[config.mk]
export PLATFORM = sky130hd
export DESIGN_NAME = circular_deque
export DESIGN_NICKNAME = d
export VERILOG_FILES = /design/src/rtl/cdq_pkg.sv /design/src/rtl/cdq_ram.sv /design/src/rtl/cdq_ctrl.sv /design/src/rtl/circular_deque.sv
export VERILOG_INCLUDE_DIRS = /design/src /design/src/rtl
export SDC_FILE = /design/constraint.sdc
export NUM_CORES = 1
export LEC_CHECK = 0
export ABC_CLOCK_PERIOD_IN_PS = 7100
export BUFFER_PORTS_ARGS = -buffer_cell sky130_fd_sc_hd__buf_2
export CAP_MARGIN = 20
export CORE_MARGIN = 5
export CORE_UTILIZATION = 45
export DETAILED_ROUTE_END_ITERATION = 10
export PLACE_DENSITY = 0.62
export SYNTH_ARGS = -nofsm -noshare
export SYNTH_HDL_FRONTEND = slang
export SYNTH_SLANG_ARGS = --single-unit
[constraint.sdc]
create_clock -name clk -period 7.1 [get_ports clk]
set_input_delay 1.42 -clock clk [delete_from_list [all_inputs] [get_ports clk]]
set_output_delay 1.42 -clock clk [all_outputs]
set_load 0.03 [all_outputs]
[src/rtl/assert_macros.svh]
// ----------------------------------------------------------------------------
// assert_macros.svh
// Concurrent assertion helpers shared by the RTL. They compile to nothing
// when SYNTHESIS is defined.
// ----------------------------------------------------------------------------
`ifndef ASSERT_MACROS_SVH
`define ASSERT_MACROS_SVH

`ifndef SYNTHESIS
// Check that a property holds at every rising clock edge outside reset.
`define ASSERT_PROP(label, clk, rst_n, prop) \
	label: assert property (@(posedge clk) disable iff (!rst_n) (prop)) \
		else $error("assertion failed");
// Check that a condition never holds at a rising clock edge outside reset.
`define ASSERT_NEVER(label, clk, rst_n, expr) \
	label: assert property (@(posedge clk) disable iff (!rst_n) !(expr)) \
		else $error("forbidden condition seen");
`else
`define ASSERT_PROP(label, clk, rst_n, prop)
`define ASSERT_NEVER(label, clk, rst_n, expr)
`endif

`endif

[src/rtl/cdq_pkg.sv]
// ----------------------------------------------------------------------------
// cdq_pkg
// Types and codes of the circular deque: command and status codes, item
// structs of both channels and the controller states.
// ----------------------------------------------------------------------------
`timescale 1ns / 1ps

package cdq_pkg;

	localparam int DATA_W = 32;
	localparam int CMD_W  = 3;
	localparam int STAT_W = 2;
	localparam int OCC_W  = 5;

	// Command codes; codes above CMD_QUERY act as a query
	localparam logic [CMD_W-1:0] CMD_PUSH_FRONT = 3'd0;
	localparam logic [CMD_W-1:0] CMD_PUSH_REAR  = 3'd1;
	localparam logic [CMD_W-1:0] CMD_POP_FRONT  = 3'd2;
	localparam logic [CMD_W-1:0] CMD_POP_REAR   = 3'd3;
	localparam logic [CMD_W-1:0] CMD_QUERY      = 3'd4;

	// Status codes
	localparam logic [STAT_W-1:0] ST_DONE  = 2'd0;
	localparam logic [STAT_W-1:0] ST_FULL  = 2'd1;
	localparam logic [STAT_W-1:0] ST_EMPTY = 2'd2;

	typedef struct packed {
		logic [CMD_W-1:0]         cmd;
		logic signed [DATA_W-1:0] push_value;
	} cdq_req_t;

	typedef struct packed {
		logic [STAT_W-1:0]        status;
		logic signed [DATA_W-1:0] popped_value;
		logic signed [DATA_W-1:0] front_value;
		logic signed [DATA_W-1:0] rear_value;
		logic [OCC_W-1:0]         occupancy;
		logic                     is_empty;
		logic                     is_full;
	} cdq_rsp_t;

	typedef enum logic {
		CDQ_IDLE,
		CDQ_POP
	} cdq_state_t;

endpackage

[src/rtl/cdq_ram.sv]
// ----------------------------------------------------------------------------
// cdq_ram
// Slot storage: one write port, one read port, registered read data.
// ----------------------------------------------------------------------------
`timescale 1ns / 1ps

module cdq_ram import cdq_pkg::*; #(
	parameter int DEPTH = 16,
	parameter int AW    = 4
) (
	input  logic              clk,
	input  logic              we,
	input  logic [AW-1:0]     waddr,
	input  logic [DATA_W-1:0] wdata,
	input  logic              re,
	input  logic [AW-1:0]     raddr,
	output logic [DATA_W-1:0] rdata
);

	logic [DATA_W-1:0] mem [DEPTH];
	logic [DATA_W-1:0] rdata_q;

	// Write port
	always_ff @(posedge clk) begin
		if (we) begin
			mem[waddr] <= wdata;
		end
	end

	// Read port, data held while re is low
	always_ff @(posedge clk) begin
		if (re) begin
			rdata_q <= mem[raddr];
		end
	end

	assign rdata = rdata_q;

endmodule

[src/rtl/cdq_ctrl.sv]
// ----------------------------------------------------------------------------
// cdq_ctrl
// Deque controller: head and tail indices, word count, cached front and rear
// words, and the sequencer that reads the new end word after a pop.
// ----------------------------------------------------------------------------
`timescale 1ns / 1ps

module cdq_ctrl import cdq_pkg::*; #(
	parameter int DEPTH = 16,
	parameter int AW    = 4
) (
	input  logic              clk,
	input  logic              arst_n,
	input  logic              req_valid,
	output logic              req_ready,
	input  cdq_req_t          req,
	output logic              res_valid,
	input  logic              res_ready,
	output cdq_rsp_t          res,
	output logic              we,
	output logic [AW-1:0]     waddr,
	output logic [DATA_W-1:0] wdata,
	output logic              re,
	output logic [AW-1:0]     raddr,
	input  logic [DATA_W-1:0] rdata
);

	localparam int CW = $clog2(DEPTH + 1);
	localparam logic [AW-1:0] LAST_IDX = AW'(DEPTH - 1);
	localparam logic [CW-1:0] FULL_CNT = CW'(DEPTH);

	cdq_state_t state_q, state_d;
	logic [AW-1:0] head_q, head_d, tail_q, tail_d;
	logic [CW-1:0] count_q, count_d;
	logic signed [DATA_W-1:0] front_q, front_d, rear_q, rear_d;
	logic signed [DATA_W-1:0] popped_q, popped_d, popped_w;
	logic pop_front_q, pop_front_d;
	logic [STAT_W-1:0] status_w;
	logic [AW-1:0] head_next, head_prev, tail_next, tail_prev;
	logic is_full_now, is_empty_now, is_push;

	// Ring neighbors of both ends
	assign head_next = (head_q == LAST_IDX) ? '0 : head_q + 1'b1;
	assign head_prev = (head_q == '0) ? LAST_IDX : head_q - 1'b1;
	assign tail_next = (tail_q == LAST_IDX) ? '0 : tail_q + 1'b1;
	assign tail_prev = (tail_q == '0) ? LAST_IDX : tail_q - 1'b1;

	assign is_full_now  = (count_q == FULL_CNT);
	assign is_empty_now = (count_q == '0);
	assign is_push      = (req.cmd == CMD_PUSH_FRONT);

	assign req_ready = (state_q == CDQ_IDLE) && res_ready;

	// State registers
	always_ff @(posedge clk or negedge arst_n) begin
		if (!arst_n) begin
			state_q <= CDQ_IDLE;
			head_q  <= '0;
			tail_q  <= '0;
			count_q <= '0;
		end else begin
			state_q <= state_d;
			head_q  <= head_d;
			tail_q  <= tail_d;
			count_q <= count_d;
		end
	end

	// Cached end words and pending pop data
	always_ff @(posedge clk) begin
		front_q     <= front_d;
		rear_q      <= rear_d;
		popped_q    <= popped_d;
		pop_front_q <= pop_front_d;
	end

	// Decode the command, update indices, drive the memory ports
	always_comb begin
		state_d     = state_q;
		head_d      = head_q;
		tail_d      = tail_q;
		count_d     = count_q;
		front_d     = front_q;
		rear_d      = rear_q;
		popped_d    = popped_q;
		pop_front_d = pop_front_q;
		popped_w    = '0;
		status_w    = ST_DONE;
		res_valid   = 1'b0;
		we          = 1'b0;
		waddr       = head_q;
		wdata       = $unsigned(req.push_value);
		re          = 1'b0;
		raddr       = head_next;
		case (state_q)
			CDQ_IDLE: begin
				if (req_valid && req_ready) begin
					res_valid = 1'b1;
					case (req.cmd)
						CMD_PUSH_FRONT, CMD_PUSH_REAR: begin
							if (is_full_now) begin
								status_w = ST_FULL;
							end else if (is_empty_now) begin
								// First word always lands in slot zero
								head_d  = '0;
								tail_d  = '0;
								we      = 1'b1;
								waddr   = '0;
								front_d = req.push_value;
								rear_d  = req.push_value;
								count_d = count_q + 1'b1;
							end else if (is_push) begin
								head_d  = head_prev;
								we      = 1'b1;
								waddr   = head_prev;
								front_d = req.push_value;
								count_d = count_q + 1'b1;
							end else begin
								tail_d  = tail_next;
								we      = 1'b1;
								waddr   = tail_next;
								rear_d  = req.push_value;
								count_d = count_q + 1'b1;
							end
						end
						CMD_POP_FRONT, CMD_POP_REAR: begin
							if (is_empty_now) begin
								status_w = ST_EMPTY;
							end else if (count_q == CW'(1)) begin
								// Last word leaves; indices keep their values
								popped_w = (req.cmd == CMD_POP_FRONT) ? front_q : rear_q;
								count_d  = '0;
							end else begin
								// Fetch the new end word, finish next cycle
								res_valid   = 1'b0;
								re          = 1'b1;
								count_d     = count_q - 1'b1;
								state_d     = CDQ_POP;
								pop_front_d = (req.cmd == CMD_POP_FRONT);
								if (req.cmd == CMD_POP_FRONT) begin
									popped_d = front_q;
									head_d   = head_next;
									raddr    = head_next;
								end else begin
									popped_d = rear_q;
									tail_d   = tail_prev;
									raddr    = tail_prev;
								end
							end
						end
						default: begin
							status_w = ST_DONE;
						end
					endcase
				end
			end
			CDQ_POP: begin
				res_valid = 1'b1;
				popped_w  = popped_q;
				if (pop_front_q) begin
					front_d = $signed(rdata);
				end else begin
					rear_d = $signed(rdata);
				end
				if (res_ready) begin
					state_d = CDQ_IDLE;
				end
			end
			default: begin
				state_d = CDQ_IDLE;
			end
		endcase
	end

	// Result fields describe the deque after the command
	always_comb begin
		res.status       = status_w;
		res.popped_value = popped_w;
		res.front_value  = (count_d == '0) ? '0 : front_d;
		res.rear_value   = (count_d == '0) ? '0 : rear_d;
		res.occupancy    = OCC_W'(count_d);
		res.is_empty     = (count_d == '0);
		res.is_full      = (count_d == FULL_CNT);
	end

endmodule

[src/rtl/circular_deque.sv]
// ----------------------------------------------------------------------------
// circular_deque
// Double-ended queue of signed 32-bit words in a ring of DEPTH slots, with
// push and pop at both ends and a query command.
//
//   channel | valid     | ready     | payload
//   --------+-----------+-----------+------------------
//   command | req_valid | req_ready | req (cdq_req_t)
//   result  | rsp_valid | rsp_ready | rsp (cdq_rsp_t)
//
// Pushes, queries, rejected commands and the pop of the last word finish in
// the cycle they are taken. A pop that leaves words behind reads the new end
// word from the registered slot RAM and forms its result in the cycle after.
// Reset clears indices and count at once; slots need no clearing pass.
// A command is taken while the output register is empty or being drained;
// input stalls otherwise, and while a pop waits for its new end word.
// ----------------------------------------------------------------------------
`timescale 1ns / 1ps
`include "assert_macros.svh"

module circular_deque import cdq_pkg::*; #(
	parameter int DEPTH = 16
) (
	input  logic     clk,
	input  logic     arst_n,
	input  logic     req_valid,
	output logic     req_ready,
	input  cdq_req_t req,
	output logic     rsp_valid,
	input  logic     rsp_ready,
	output cdq_rsp_t rsp
);

	localparam int AW = $clog2(DEPTH);

	logic              res_valid, res_ready;
	cdq_rsp_t          res;
	logic              we, re;
	logic [AW-1:0]     waddr, raddr;
	logic [DATA_W-1:0] wdata, rdata;
	logic              out_valid_q;
	cdq_rsp_t          out_q;

	cdq_ctrl #(
		.DEPTH (DEPTH),
		.AW    (AW)
	) u_ctrl (
		.clk       (clk),
		.arst_n    (arst_n),
		.req_valid (req_valid),
		.req_ready (req_ready),
		.req       (req),
		.res_valid (res_valid),
		.res_ready (res_ready),
		.res       (res),
		.we        (we),
		.waddr     (waddr),
		.wdata     (wdata),
		.re        (re),
		.raddr     (raddr),
		.rdata     (rdata)
	);

	cdq_ram #(
		.DEPTH (DEPTH),
		.AW    (AW)
	) u_ram (
		.clk   (clk),
		.we    (we),
		.waddr (waddr),
		.wdata (wdata),
		.re    (re),
		.raddr (raddr),
		.rdata (rdata)
	);

	// Output register: load a new item when empty or being drained
	assign res_ready = !out_valid_q || rsp_ready;

	always_ff @(posedge clk or negedge arst_n) begin
		if (!arst_n) begin
			out_valid_q <= 1'b0;
		end else if (res_ready) begin
			out_valid_q <= res_valid;
		end
	end

	always_ff @(posedge clk) begin
		if (res_valid && res_ready) begin
			out_q <= res;
		end
	end

	assign rsp_valid = out_valid_q;
	assign rsp       = out_q;

	// Checks on controller behavior
	`ASSERT_NEVER(a_res_dropped, clk, arst_n, res_valid && !res_ready && req_ready)
	`ASSERT_NEVER(a_full_and_empty, clk, arst_n, res_valid && res.is_full && res.is_empty)
	`ASSERT_PROP(a_reject_full, clk, arst_n, (res_valid && res.status == ST_FULL) |-> res.is_full)
	`ASSERT_PROP(a_no_write_on_read, clk, arst_n, re |-> !we)

endmodule

==> flow_summary.yaml <==
worst_setup_path:
  critical_path.startpoint_type: "input pin"
  rr_endpoint: "u_ram.rdata[31]"
  cp_cell_sequence: "buf_2 > and4bb_1 > o2111ai_4 > mux2_8 > buf_12 > mux4_2 > a22o_1 > a31o_1"
  r2r_cells: 9
  worstPathArrival_ps: 4420
  path_class: "in2reg"
  ff2ff_setup_slack_ps: 3180
  r2r-start: "u_ctrl.count_q[0]"
  worstPathRequired_ps: 7460
  cp-startpoint: "req[34]"
  crit_path_max_fanout: 71
  crit_path_end_kind: "register"
  critPathSlowestCell: "mux2_8"
  slowest_delay_ps: 780
clocking:
  root_buffer: "clkbuf_16"
  cts_buffers: 75
  cts_max_path_buffers: 3
  clock-sinks: 761
  ctsHoldBuffers: 0
  post_cts_buffers: 0
  clk_latency_ps: 620
  path_clk_slew_ps: 70
  cts_tree: "done"
  cts_resized: 0
  cts-htree-levels: 3
power_and_ir_drop:
  pwr_density_cell_nw_per_um2: 443
  p_leak_nw: 11.6
  ir_worst_vdd_mv: 0.512
  comb_power_share: 0.346
  switching_share: 0.347
  internal_power_w: 0.00990
  p_total_w: 0.0152
  clkPwrFrac: 0.256
  p_sw_w: 0.00526
  power_frac_seq: 0.399
sta:
  worst_pin_slew_ps: 1120
  rsz0062_at_grt: "false"
  maxSlewHeadroom: 0.250
  maxSlewViolCount: 0
  post-route-min-period_ps: 4060
  hold_viol_final: 0
  clock_skew_ps: 25.9
  fin_setup_tns_ps: 0
  period_share: 0.571
  setup-violations-final: 0
  setup_ws_ps: 3040
  fmax_mhz: 247
yosys:
  netlist.area_leader.share: 0.684
  synth_area_um2: 29900
  synthArstFlopShare: 0.0197
  syn_nets: 1901
  synthTopCellsByArea: "edfxtp_1 68%, mux4_2 4.8%, dfxtp_1 4.3%"
  yosysWarnings: 0
  synth_cells: 1854
  yosys_register_bits: 761
  synth_edf_count: 682
  syn_area_per_cell_um2: 16.1
  seq_area_frac_synth: 0.740
  yosys.area.top_type: "edfxtp_1"
  synth_cell_types: 58
  synthFlopType: "edfxtp_1"
finish:
  post-route-util: 0.519
  layout-drive-gt1-share: 0.211
  layout_common_cells: "682 x edfxtp_1, 214 x nand2_1, 145 x buf_2, 115 x nor2_1, 76 x clkbuf_16"
  multi_input_area_um2: 7440
  regArea_um2: 22100
  nets: 2050
  fill_cells: 5367
  final_common_cell: "edfxtp_1"
  final_area_um2: 34200
  area_delta_synth_final_pct: 14.3
placed_design:
  hpwl_mm: 42.8
  place_area_um2: 31800
  place_ws_ps: 2380
  place_congestion: 0.835
  portBuffers: 145
min_path:
  min_to: "u_ctrl.rear_q[6]"
  whs_path_depth: 2
  hold_path_class: "reg2reg"
  hold_start: "u_ctrl.rear_q[6]"
routing:
  route.detailed.drc: 0
  drt-initial-drc-count: 1854
  drtPass1Iterations: 7
  vias_per_cell: 5.94
  wl_per_cell_um: 25.2
  antenna_left: 0
  wirelength_mm: 73.8
  num_vias: 17400
global_route:
  grt_usage: 0.201
  antenna_found_initial: 6
  overflow: 0
  grt_max_degree: 72
  grt_pass1_vias: 17300
  grt_pass1_wl_mm: 110
floorplan:
  num_rows: 94
  dieArea_um2: 71800
  io_pins: 146
  start_util: 0.454
  core_area_um2: 65900
  fp.dieH_um: 268
  die_w_um: 268
job:
  drv_cap: 0
outcome:
  status: "finished, final reports clean"
==> flip-flops by register name (all words and copies together), names as in the netlist <==
name                flops
rsp                   105
rsp_valid               1
u_ctrl.count_q          5
u_ctrl.front_q         32
u_ctrl.head_q           4
u_ctrl.pop_front_q      1
u_ctrl.popped_q        32
u_ctrl.rear_q          32
u_ctrl.state_q          1
u_ctrl.tail_q           4
u_ram.mem             512
u_ram.rdata            32
==> how the worst max path moves through the flow <==
stage | end | slack [ps] | cells after the start
detailed placement | u_ram.rdata[10] | 2380 | 8
floorplan | rsp[0] | 70 | 5
finish | u_ram.rdata[31] | 3040 | 8
global placement | u_ram.rdata[12] | 2440 | 8
CTS | u_ram.rdata[31] | 3030 | 8
global route | u_ram.rdata[31] | 2870 | 8
==> Yosys cell counts (4+ instances only) <==
library cell and instances:
dfrtp_1 15, inv_1 10, nor2_1 135, o22ai_1 52
a32oi_1 33, clkbuf_1 83, nand2b_1 7, a32o_1 32
ha_1 8, dfxtp_1 64, a31o_1 32, a21boi_0 14
mux4_2 64, a211oi_1 53, o21ai_0 14, a21oi_1 17
xnor2_1 4, nand3_1 39, a31oi_1 34, nor3_1 7
buf_2 18, buf_6 9, a22o_1 39, a22oi_1 4
edfxtp_1 682, nor2b_1 6, nand2_1 215, mux2i_1 77
o31ai_1 5, mux2_2 33, o21ai_1 5
==> worst max-delay path, delay by kind of cell <==
kind	cells	cell delay (ps)
muxes	2	1330
AOI/OAI and AO/OA	3	730
buffers and inverters	2	530
and+or+nand+nor	1	320
==> power by group through the flow <==
stage / Clock, W / Combinational [W] / Sequential [W]
after global placement: 0 / 0.00513 / 0.00610
final: 0.00388 / 0.00524 / 0.00604
after CTS: 0.00395 / 0.00524 / 0.00604
after floorplan: 0 / 0.00333 / 0.00645
after detailed placement: 0 / 0.00522 / 0.00612
after global routing: 0.00416 / 0.00563 / 0.00609
==> cell families after synthesis <==
logic type / count (synthesis) / share of synthesized area
AOI/OAI and AO/OA: 348 / 0.0889
xor gates and xnor gates: 6 / 0.00176
adders and majority gates: 8 / 0.00335
buffers and inverters: 127 / 0.0201
DFF: 761 / 0.740
muxes: 175 / 0.0868
and+or+nand+nor: 429 / 0.0593
==> through the flow <==
stage / hold WS [ps] / cells
2_1_floorplan: 446 / 1854
3_3_place_gp: 454 / 2789
3_5_place_dp: 464 / 2789
4_1_cts: 482 / 2928
5_1_grt: 494 / 2931
6_report: 478 / 2933
==> area by class of cell <==
cell class / instances / area share
antenna: 4 / 0.000293
clock buffer: 100 / 0.0603
clock inverter: 39 / 0.0102
inverter: 10 / 0.00110
multi-input combinational: 966 / 0.217
sequential: 761 / 0.647
tap: 864 / 0.0316
timing repair buffer: 189 / 0.0320
==> layer usage <==
metal  vias to the layer above  share of wire  track usage  routed length (um)
li1                       7654              -            -                   -
met1                      8958           0.42        0.283               30800
met2                       680           0.49        0.331               35900
met3                       118          0.077       0.0359                5670
met4                         6          0.019       0.0530                1420
met5                         -        0.00038            0                  28
Power figures use the tool's default switching activity.
